$ cat config.mk
export PLATFORM = sky130hd
export DESIGN_NAME = disparity_to_depth_top_flat
export DESIGN_NICKNAME = d
export VERILOG_FILES = /design/src/hw/rtl/dtd_pkg.sv /design/src/hw/rtl/dtd_disp_if.sv /design/src/hw/rtl/dtd_depth_if.sv /design/src/hw/rtl/dtd_div_stage.sv /design/src/hw/rtl/disparity_to_depth_top.sv /design/src/flat_wrapper.sv
export SDC_FILE = /design/constraint.sdc
export NUM_CORES = 2
export LEC_CHECK = 0
export BUFFER_PORTS_ARGS = -buffer_cell sky130_fd_sc_hd__buf_2
export CAP_MARGIN = 0
export CORE_MARGIN = 5
export CORE_UTILIZATION = 40
export DETAILED_ROUTE_END_ITERATION = 10
export SYNTH_ARGS = -nofsm -noshare
export SYNTH_HDL_FRONTEND = slang
export SYNTH_HIERARCHICAL = 1
export SYNTH_SLANG_ARGS = --single-unit
$ cat constraint.sdc
create_clock -name clk -period 8.7 [get_ports clk]
set_input_delay 0.87 -clock clk [delete_from_list [all_inputs] [get_ports clk]]
set_output_delay 0.87 -clock clk [all_outputs]
set_load 0.005 [all_outputs]
$ cat src/hw/rtl/dtd_pkg.sv
// Shared types and constants for the disparity-to-depth pipeline.
// No dependencies; every other file in this block depends on it.
package dtd_pkg;

    localparam int DISP_W     = 16;   // disparity, signed Q11.4
    localparam int FACTOR_W   = 24;   // focal length and baseline, Q16.8
    localparam int CENTER_W   = 16;   // principal points, Q12.4
    localparam int DEPTH_W    = 32;
    localparam int CFG_DATA_W = 24;
    localparam int CFG_IDX_W  = 3;

    localparam int PROD_W     = 2 * FACTOR_W;          // focal * baseline
    localparam int INT_SHIFT  = 12;                    // Q.8 * Q.8 / Q.4 -> integer
    localparam int FRAC_SHIFT = 4;                     // Q.8 * Q.8 / Q.4 -> Q.16
    localparam int NUM_W      = PROD_W + FRAC_SHIFT;
    localparam int DEN_W      = 17;                    // positive d + offset, max 98301
    localparam int SUM_W      = DEN_W + 1;             // signed d + offset
    localparam int QUO_W      = 32;
    localparam int HI_W       = NUM_W - QUO_W;
    localparam int INT_DEPTH_W = 16;

    localparam int BITS_PER_STAGE = 2;
    localparam int DIV_STAGES     = QUO_W / BITS_PER_STAGE;

    typedef enum logic [CFG_IDX_W-1:0] {
        REG_FOCAL     = 3'd0,
        REG_BASELINE  = 3'd1,
        REG_LEFT_COL  = 3'd2,
        REG_RIGHT_COL = 3'd3,
        REG_FORMAT    = 3'd4
    } cfg_reg_t;

    typedef enum logic {
        FMT_INT = 1'b0,
        FMT_Q16 = 1'b1
    } fmt_t;

    // Divider payload: qn holds the unconsumed numerator bits at the top and
    // the quotient bits produced so far at the bottom.
    typedef struct packed {
        logic [DEN_W-1:0] rem;
        logic [DEN_W-1:0] den;
        logic [QUO_W-1:0] qn;
        logic             inv;
        logic             over;
        logic             frac_nz;
    } dtd_div_t;

endpackage

$ cat src/hw/rtl/dtd_disp_if.sv
// Input channel: one disparity pixel per item.
// Depends on dtd_pkg.
interface dtd_disp_if;
    logic                             valid;
    logic                             ready;
    logic signed [dtd_pkg::DISP_W-1:0] disparity;

    modport source (output valid, output disparity, input ready);
    modport sink   (input valid, input disparity, output ready);
endinterface

$ cat src/hw/rtl/dtd_depth_if.sv
// Output channel: one depth result per item.
// Depends on dtd_pkg.
interface dtd_depth_if;
    logic                        valid;
    logic                        ready;
    logic [dtd_pkg::DEPTH_W-1:0] depth_value;
    logic                        invalid;

    modport source (output valid, output depth_value, output invalid, input ready);
    modport sink   (input valid, input depth_value, input invalid, output ready);
endinterface

$ cat src/hw/rtl/dtd_div_stage.sv
// One stage of the pipelined restoring divider: BITS_PER_STAGE quotient bits.
// Depends on dtd_pkg.
module dtd_div_stage (
    input  logic              clk,
    input  logic              rst_n,
    input  logic              up_valid,
    output logic              up_ready,
    input  dtd_pkg::dtd_div_t up_data,
    output logic              dn_valid,
    input  logic              dn_ready,
    output dtd_pkg::dtd_div_t dn_data
);
    import dtd_pkg::*;

    logic     valid_reg;
    dtd_div_t data_reg;
    dtd_div_t data_next;
    logic [DEN_W:0] trial;
    logic           bit_set;

    // Shift in the next numerator bit, subtract when it fits.
    always_comb
    begin
        data_next = up_data;
        trial     = '0;
        bit_set   = 1'b0;
        for (int i = 0; i < BITS_PER_STAGE; i++)
        begin
            trial   = {data_next.rem, data_next.qn[QUO_W-1]};
            bit_set = (trial >= {1'b0, data_next.den});
            data_next.qn = {data_next.qn[QUO_W-2:0], bit_set};
            if (bit_set)
            begin
                data_next.rem = DEN_W'(trial - {1'b0, data_next.den});
            end
            else
            begin
                data_next.rem = trial[DEN_W-1:0];
            end
        end
    end

    assign up_ready = !valid_reg || dn_ready;

    always_ff @(posedge clk or negedge rst_n)
    begin
        if (!rst_n)
        begin
            valid_reg <= 1'b0;
        end
        else if (up_ready)
        begin
            valid_reg <= up_valid;
        end
    end

    always_ff @(posedge clk)
    begin
        if (up_ready && up_valid)
        begin
            data_reg <= data_next;
        end
    end

    assign dn_valid = valid_reg;
    assign dn_data  = data_reg;

endmodule

$ cat src/hw/rtl/disparity_to_depth_top.sv
// Disparity-to-depth triangulation pipeline, top level.
// Depends on dtd_pkg, dtd_disp_if, dtd_depth_if and dtd_div_stage.
//
//  channel  | role   | payload
//  ---------+--------+-------------------------------------------------
//  pixel    | sink   | disparity (signed Q11.4)
//  result   | source | depth_value (int or Q16.16), invalid
//  wr_*     | write  | wr_en, wr_index (register number), wr_data
//
// One item per clock sustained while result.ready holds. There are nineteen
// register stages: a multiply stage, a numerator set-up stage, sixteen
// radix-4 restoring divider stages and the output register; the accepting
// edge loads the first.
// Every stage holds its own valid bit and its ready is "empty or the next
// stage moves", so bubbles close up under a stall and pixels keep entering
// while a result waits, until every stage is full. Reset clears valid bits
// and all configuration registers; no clearing pass is needed.
module disparity_to_depth_top (
    input  logic                             clk,
    input  logic                             rst_n,
    dtd_disp_if.sink                         pixel,
    dtd_depth_if.source                      result,
    input  logic                             wr_en,
    input  logic [dtd_pkg::CFG_IDX_W-1:0]    wr_index,
    input  logic [dtd_pkg::CFG_DATA_W-1:0]   wr_data
);
    import dtd_pkg::*;

    // ------------------------------------------------------------------
    // Configuration registers
    // ------------------------------------------------------------------
    logic [FACTOR_W-1:0] focal_reg;
    logic [FACTOR_W-1:0] baseline_reg;
    logic [CENTER_W-1:0] left_col_reg;
    logic [CENTER_W-1:0] right_col_reg;
    fmt_t                format_reg;

    always_ff @(posedge clk or negedge rst_n)
    begin
        if (!rst_n)
        begin
            focal_reg     <= '0;
            baseline_reg  <= '0;
            left_col_reg  <= '0;
            right_col_reg <= '0;
            format_reg    <= FMT_INT;
        end
        else if (wr_en)
        begin
            case (wr_index)
                REG_FOCAL:     focal_reg     <= wr_data[FACTOR_W-1:0];
                REG_BASELINE:  baseline_reg  <= wr_data[FACTOR_W-1:0];
                REG_LEFT_COL:  left_col_reg  <= wr_data[CENTER_W-1:0];
                REG_RIGHT_COL: right_col_reg <= wr_data[CENTER_W-1:0];
                REG_FORMAT:    format_reg    <= fmt_t'(wr_data[0]);
                default:       ; // unknown index: drop the write
            endcase
        end
    end

    // ------------------------------------------------------------------
    // Stage 1: guards, denominator and focal * baseline product
    // ------------------------------------------------------------------
    logic                     s1_valid_reg;
    logic                     s1_ready;
    logic [PROD_W-1:0]        s1_prod_reg;
    logic [DEN_W-1:0]         s1_den_reg;
    logic                     s1_inv_reg;
    logic signed [SUM_W-1:0]  offset;
    logic signed [SUM_W-1:0]  den_sum;
    logic                     den_ok;
    logic                     in_guard;
    logic                     s2_ready;

    // Offset applies only when both principal points are set.
    assign offset = (left_col_reg != '0 && right_col_reg != '0)
                  ? $signed({2'b00, right_col_reg}) - $signed({2'b00, left_col_reg})
                  : '0;
    assign den_sum  = SUM_W'(pixel.disparity) + offset;
    assign den_ok   = !den_sum[SUM_W-1] && (den_sum != '0);
    assign in_guard = pixel.disparity[DISP_W-1] || (pixel.disparity == '0)
                   || (focal_reg == '0) || (baseline_reg == '0);

    assign s1_ready    = !s1_valid_reg || s2_ready;
    assign pixel.ready = s1_ready;

    always_ff @(posedge clk or negedge rst_n)
    begin
        if (!rst_n)
        begin
            s1_valid_reg <= 1'b0;
        end
        else if (s1_ready)
        begin
            s1_valid_reg <= pixel.valid;
        end
    end

    always_ff @(posedge clk)
    begin
        if (s1_ready && pixel.valid)
        begin
            s1_prod_reg <= PROD_W'(focal_reg) * PROD_W'(baseline_reg);
            s1_den_reg  <= den_sum[DEN_W-1:0];
            s1_inv_reg  <= in_guard || !den_ok;
        end
    end

    // ------------------------------------------------------------------
    // Stage 2: scale the numerator for the format, detect 32-bit overflow
    // and seed the divider with the top numerator bits.
    // ------------------------------------------------------------------
    logic                s2_valid_reg;
    dtd_div_t            s2_data_reg;
    dtd_div_t            s2_data_next;
    logic [NUM_W-1:0]    num_scaled;
    logic [HI_W-1:0]     num_hi;
    logic                num_over;

    logic                div_valid [0:DIV_STAGES];
    logic                div_ready [0:DIV_STAGES];
    dtd_div_t            div_data  [0:DIV_STAGES];

    assign num_scaled = (format_reg == FMT_Q16)
                      ? {s1_prod_reg, {FRAC_SHIFT{1'b0}}}
                      : NUM_W'(s1_prod_reg >> INT_SHIFT);
    assign num_hi     = num_scaled[NUM_W-1:QUO_W];
    // Quotient needs more than 32 bits exactly when the top part reaches den.
    assign num_over   = (num_hi >= HI_W'(s1_den_reg));

    always_comb
    begin
        s2_data_next.rem     = num_over ? '0 : num_hi[DEN_W-1:0];
        s2_data_next.den     = s1_den_reg;
        s2_data_next.qn      = num_scaled[QUO_W-1:0];
        s2_data_next.inv     = s1_inv_reg;
        s2_data_next.over    = num_over;
        s2_data_next.frac_nz = (s1_prod_reg[INT_SHIFT-1:0] != '0);
    end

    assign s2_ready = !s2_valid_reg || div_ready[0];

    always_ff @(posedge clk or negedge rst_n)
    begin
        if (!rst_n)
        begin
            s2_valid_reg <= 1'b0;
        end
        else if (s2_ready)
        begin
            s2_valid_reg <= s1_valid_reg;
        end
    end

    always_ff @(posedge clk)
    begin
        if (s2_ready && s1_valid_reg)
        begin
            s2_data_reg <= s2_data_next;
        end
    end

    assign div_valid[0] = s2_valid_reg;
    assign div_data[0]  = s2_data_reg;

    // ------------------------------------------------------------------
    // Divider: two quotient bits per stage
    // ------------------------------------------------------------------
    for (genvar k = 0; k < DIV_STAGES; k++)
    begin : g_div
        dtd_div_stage u_stage (
            .clk      (clk),
            .rst_n    (rst_n),
            .up_valid (div_valid[k]),
            .up_ready (div_ready[k]),
            .up_data  (div_data[k]),
            .dn_valid (div_valid[k+1]),
            .dn_ready (div_ready[k+1]),
            .dn_data  (div_data[k+1])
        );
    end

    // ------------------------------------------------------------------
    // Output register: apply guards, range rules and saturation
    // ------------------------------------------------------------------
    logic                out_valid_reg;
    logic                out_ready;
    logic [DEPTH_W-1:0]  out_depth_reg;
    logic                out_inv_reg;
    logic [DEPTH_W-1:0]  depth_next;
    logic                int_over;
    dtd_div_t            fin;

    assign fin = div_data[DIV_STAGES];

    // Integer depth is over range when the exact quotient exceeds 65535:
    // any high bit set, or exactly 65535 with a nonzero remainder anywhere.
    assign int_over = fin.over
                   || (fin.qn[QUO_W-1:INT_DEPTH_W] != '0)
                   || ((fin.qn[INT_DEPTH_W-1:0] == '1)
                       && ((fin.rem != '0) || fin.frac_nz));

    always_comb
    begin
        if (fin.inv)
        begin
            depth_next = '0;
        end
        else if (format_reg == FMT_Q16)
        begin
            depth_next = fin.over ? '1 : fin.qn;
        end
        else
        begin
            depth_next = int_over ? '0 : DEPTH_W'(fin.qn[INT_DEPTH_W-1:0]);
        end
    end

    assign out_ready                = !out_valid_reg || result.ready;
    assign div_ready[DIV_STAGES]    = out_ready;

    always_ff @(posedge clk or negedge rst_n)
    begin
        if (!rst_n)
        begin
            out_valid_reg <= 1'b0;
        end
        else if (out_ready)
        begin
            out_valid_reg <= div_valid[DIV_STAGES];
        end
    end

    always_ff @(posedge clk)
    begin
        if (out_ready && div_valid[DIV_STAGES])
        begin
            out_depth_reg <= depth_next;
            out_inv_reg   <= fin.inv;
        end
    end

    assign result.valid       = out_valid_reg;
    assign result.depth_value = out_depth_reg;
    assign result.invalid     = out_inv_reg;

endmodule

$ cat src/flat_wrapper.sv
// flat-port wrapper written by rule: the top's interface ports become plain ports
module disparity_to_depth_top_flat import dtd_pkg::*;
  (clk, rst_n, wr_en, wr_index, wr_data, pixel_valid, pixel_disparity, pixel_ready, result_valid, result_depth_value, result_invalid, result_ready);
  dtd_disp_if pixel_i ();
  dtd_depth_if result_i ();
  input  logic clk;
  input  logic rst_n;
  input  logic wr_en;
  input  logic [dtd_pkg::CFG_IDX_W-1:0] wr_index;
  input  logic [dtd_pkg::CFG_DATA_W-1:0] wr_data;
  input wire logic [$bits(pixel_i.valid)-1:0] pixel_valid;
  input wire logic [$bits(pixel_i.disparity)-1:0] pixel_disparity;
  output wire logic [$bits(pixel_i.ready)-1:0] pixel_ready;
  output wire logic [$bits(result_i.valid)-1:0] result_valid;
  output wire logic [$bits(result_i.depth_value)-1:0] result_depth_value;
  output wire logic [$bits(result_i.invalid)-1:0] result_invalid;
  input wire logic [$bits(result_i.ready)-1:0] result_ready;
  assign pixel_i.valid = pixel_valid;
  assign pixel_i.disparity = pixel_disparity;
  assign pixel_ready = pixel_i.ready;
  assign result_valid = result_i.valid;
  assign result_depth_value = result_i.depth_value;
  assign result_invalid = result_i.invalid;
  assign result_i.ready = result_ready;
  disparity_to_depth_top u_core (.clk(clk), .rst_n(rst_n), .pixel(pixel_i), .result(result_i), .wr_en(wr_en), .wr_index(wr_index), .wr_data(wr_data));
endmodule
== Yosys cells after proc, flatten, opt, wreduce, memory -nomap -nowiden ==
Cells that the tools add are included.

* Register bits: 1,355
* Bits in latches: 0
* RAM bits: 0
* Memory bits (read-only): 0
* Logic and storage cells: 325
* Memories kept: 0

* Add/sub/neg operators: 34
* Multiply operators: 1
* Div/mod/pow operators: 0
* $lt $le $gt $ge: 33
* Equal/unequal tests: 5
* Shifts and indexed selects: 0
* Mux-type cells: 37
* Bitwise operators: 0
* Reductions and logical operators: 84

{| class="wikitable"
|+ Operators by type and width
! kind !! number
|-
| $ge A18 B17 Y1 || 32
|-
| $mux W17 || 32
|-
| $sub A17 B17 Y17 || 32
|-
| $mux W32 || 2
|-
| $mux W52 || 1
|-
| $logic_not A24 Y1 || 2
|-
| $mul A24 B24 Y48 || 1
|-
| $reduce_bool A16 Y1 || 3
|-
| $logic_or A1 B1 Y1 || 26
|-
| $logic_and A1 B1 Y1 || 22
|-
| $logic_not A1 Y1 || 21
|-
| $ge A20 B17 Y1 || 1
|-
| $add A16 B18 Y18 || 1
|-
| $mux W18 || 1
|-
| $reduce_bool A18 Y1 || 1
|-
| $reduce_bool A17 Y1 || 1
|-
| $sub A16 B16 Y17 || 1
|-
| $eq A16 B16 Y1 const B || 1
|-
| $logic_not A16 Y1 || 1
|-
| $mux W16 || 1
|-
| $reduce_bool A12 Y1 || 1
|-
| $reduce_and A2 Y1 || 5
|-
| $eq A3 B2 Y1 const B || 2
|-
| $eq A3 B1 Y1 const B || 1
|-
| other kinds (2) || 2
|}

== Logic depth before layout (Yosys ltp) ==
* Depth in word-level cells: 21
* Mapped depth: 27
* Mapped depth without buffers: 25

== By module ==
Netlist, hierarchy kept.

{| class="wikitable"
|+ Modules (own cells, without submodules)
! module !! instances !! cells each !! area each (µm²)
|-
| dtd_div_stage (u_core.g_div[2].u_stage ...) || 8 || 361 || 4,262.8
|-
| disparity_to_depth_top || 1 || 3,028 || 30,295.3
|-
| dtd_div_stage (u_core.g_div[0].u_stage ...) || 7 || 370 || 4,316.6
|-
| dtd_div_stage (u_core.g_div[1].u_stage) || 1 || 360 || 4,274.1
|}

== Worst setup path before layout ==
No wires, ideal clock.

* Kind: flip-flop to flip-flop
* From: register u_core.baseline_reg[5]
* To: register u_core.s1_prod_reg[45] (data pin)
* Library setup time: 262 ps
* Data arrival time: 6,507 ps
* Setup slack: 1,931 ps
* Stages on the path, launching flop included: 28
* Buffers on the path: 2
* Period minus slack after synthesis: 6,769 ps
* Path through: dfrtp_1 -> clkbuf_1 -> clkbuf_1 -> nand2_1 -> fa_1 -> inv_1 -> fa_1 -> inv_1 -> fa_1 -> inv_1 -> fa_1 -> inv_1 -> fa_1 -> inv_1 -> fa_1 -> inv_1 -> fa_1 -> inv_1 -> ha_1 -> a21oi_1 -> o21ai_0 -> a21oi_1 -> o21ai_0 -> o2111ai_1 -> a21oi_1 -> a21oi_1 -> o31ai_1 -> xnor2_1

* Word-level cells in the longest chain between the ends: 1

{| class="wikitable"
|+ Ends and longest elaborated chain
! element !! line !! text
|-
| start, declared || disparity_to_depth_top.sv:33 || <nowiki>logic [FACTOR_W-1:0] baseline_reg;</nowiki>
|-
| start signal, assigned || disparity_to_depth_top.sv:52 || <nowiki>REG_BASELINE: baseline_reg <= wr_data[FACTOR_W-1:0];</nowiki>
|-
| $mul A24 B24 Y48 || disparity_to_depth_top.sv:103 || <nowiki>s1_prod_reg <= PROD_W'(focal_reg) * PROD_W'(baseline_reg);</nowiki>
|-
| end signal, assigned || disparity_to_depth_top.sv:103 ||
|-
| end, declared || disparity_to_depth_top.sv:66 || <nowiki>logic [PROD_W-1:0] s1_prod_reg;</nowiki>
|}

Every way passes these cells.
A chain may end at the register's enable or synchronous reset.

== Worst setup path in the final report ==
* From: register u_core.baseline_reg[7]
* To: register u_core.s1_prod_reg[40] (data pin)

The elaborated chain is that of the path after synthesis.

==> flow_summary.json <==
{
  "fin_tns_setup_ps": 0,
  "wl_per_cell_um": 21.2,
  "die_x_um": 506,
  "largest_reg_flops": 1087,
  "wl_um": 260000,
  "cts_hold_buf": 0,
  "htreeDepth": 4,
  "maxSlewViolCount": 0,
  "fin_crit_sh_pct": 91.2,
  "relSlewSlack_pct": 25.5,
  "syn_inst": 8849,
  "core_area_um2": 245000,
  "cp.required_ps": 9250,
  "place.gp.congestion": 0.924,
  "critical_path_class": "reg2reg",
  "rsz0062_at_grt": "false",
  "design_area_um2": 107000,
  "cts_buffers": 151,
  "num_rows": 182,
  "cts_sinks": 1355,
  "skew_ps": 68.1,
  "num_vias": 67423,
  "yosys_warnings": 6,
  "clkLatencyLatePin_ps": 820,
  "viasPerCell": 5.49,
  "nets": 10273,
  "grt_max_degree": 70,
  "die-area_um2": 256000,
  "preCtsSetupSlack_ps": 823,
  "start_util_pct": 40.1,
  "cts_root_buf": "clkbuf_16",
  "areaGrowthSynthToFinish_pct": 9.20,
  "maxClockFrequency_mhz": 126,
  "cp-start-kind": "flip-flop",
  "grt.busiest_layer": "met2",
  "grt_pass1_wl_um": 402000,
  "setup_viol": 0,
  "hpwl_um": 206000,
  "cts_buffer_depth": 3,
  "drt_iter0_drc": 4865,
  "nFillCells": 22828,
  "hold_violations": 0,
  "dr.pass1.iters": 8,
  "worst_hold_path_type": "in2async",
  "postCtsSetupBuffers": 0,
  "track_usage_pct": 20.1,
  "drc": 0,
  "cts_resized": 0,
  "end_kind": "flip-flop",
  "met1_usage_pct": 24.1,
  "grt.met3_usage_pct": 2.68,
  "synth_area_um2": 98400,
  "cts_tree": "built",
  "antenna_found_initial": 6,
  "met2_usage_pct": 35.8,
  "setup_ws_ps": 762,
  "syn_nets": 10181,
  "cp_data_arrival_time_ps": 8490,
  "ant_nets": 0,
  "worst_pin_slew_ps": 1120,
  "placed_cell_area_um2": 102000,
  "max-cap-violations": 0,
  "grt_pass1_vias": 68465,
  "syn_area_per_cell_um2": 11.1,
  "portBuffers": 82,
  "die_y_um": 506,
  "num_io_pins": 83,
  "crit_fanout": 26,
  "clk_pin_slew_ps": 60,
  "outcome": "completed",
  "drive_above_1_share_pct": 11.4,
  "fin_crit_ps": 7940,
  "gr-total-overflow": 0
}
metrics by stage:
stage / instances / hold slack [ps] / utilization, %
detailed placement: 12008 / 405 / 41.7
finish: 12286 / 80.3 / 43.8
floorplan: 8849 / 400 / -
global placement: 12008 / 401 / 41.7
CTS: 12284 / 53.9 / 43.8
global route: 12286 / 86.6 / 43.8
critical path, stage by stage (launching register included):
cell and delay [ps]:
dfrtp_1 980, and2_1 260, fa_1 450, fa_1 560, inv_1 70, fa_1 540
inv_1 60, fa_1 420, fa_1 510, fa_1 490, inv_1 50, fa_1 530
inv_1 50, ha_1 390, nand2_1 70, a2111oi_0 730, o21ai_0 320, a21oi_1 430
nor2_1 60, o21ai_0 350, a31oi_1 160, xnor2_1 150
layer usage:
metal / part of all wire, % / routed length, µm
met5: 0 / 0
met4: 5.2 / 13400
met1: 40 / 104000
met3: 4.4 / 11500
met2: 50 / 131000
final cells by class:
type	count	area (µm²)	share of cell area (%)
antenna	2	5.00	0.00466
clock buffer	180	3940	3.67
clock inverter	96	1170	1.09
inverter	1114	4180	3.89
multi-input combinational	6172	53000	49.3
sequential	1355	40200	37.4
tap	3220	4030	3.75
timing repair buffer	147	901	0.839
final timing paths:
check / start / endpoint / slack (ps) / cells after the start
min in group clk: wr_data[19] / u_core/baseline_reg[19] / 300 / 2
setup / recovery: u_core/baseline_reg[7] / u_core/s1_prod_reg[40] / 760 / 21
hold reg to reg: u_core/g_div[0].u_stage/dn_data[0] / u_core/g_div[1].u_stage/dn_data[0] / 360 / 0
setup reg to reg: u_core/baseline_reg[7] / u_core/s1_prod_reg[40] / 760 / 21
hold / removal: rst_n / u_core/format_reg / 80 / 1
max in group asynchronous: rst_n / u_core/g_div[6].u_stage/dn_valid / 7120 / 2
cells in the final DEF, fill, tap and decap left out, types with 25 or more instances in the layout:
master and n:
xnor2_1 303, buf_2 81, and3_1 61, o31ai_1 106, nor4_1 57, a31oi_1 71, o21ai_0 342, and2_1 372
nor3b_1 25, mux2_2 280, buf_4 66, o21bai_1 63, or2_2 34, a211oi_1 97, a21boi_0 33, nand2_1 603
clkinv_1 25, nand4_1 103, xor2_1 102, a21o_1 165, mux2i_1 47, mux2_4 114, fa_1 516, clkbuf_16 151
nor2b_1 36, mux2_1 28, or3_1 57, ha_1 768, nand3_1 160, o21a_1 125, inv_1 1107, edfxtp_1 1255
a31o_2 30, nand2b_1 96, dfrtp_1 99, a21oi_1 417, nor2_1 367, nor3_1 168
Power is not shown: default switching activity piles up to over one toggle a cycle in this logic, so the estimate is an artifact.
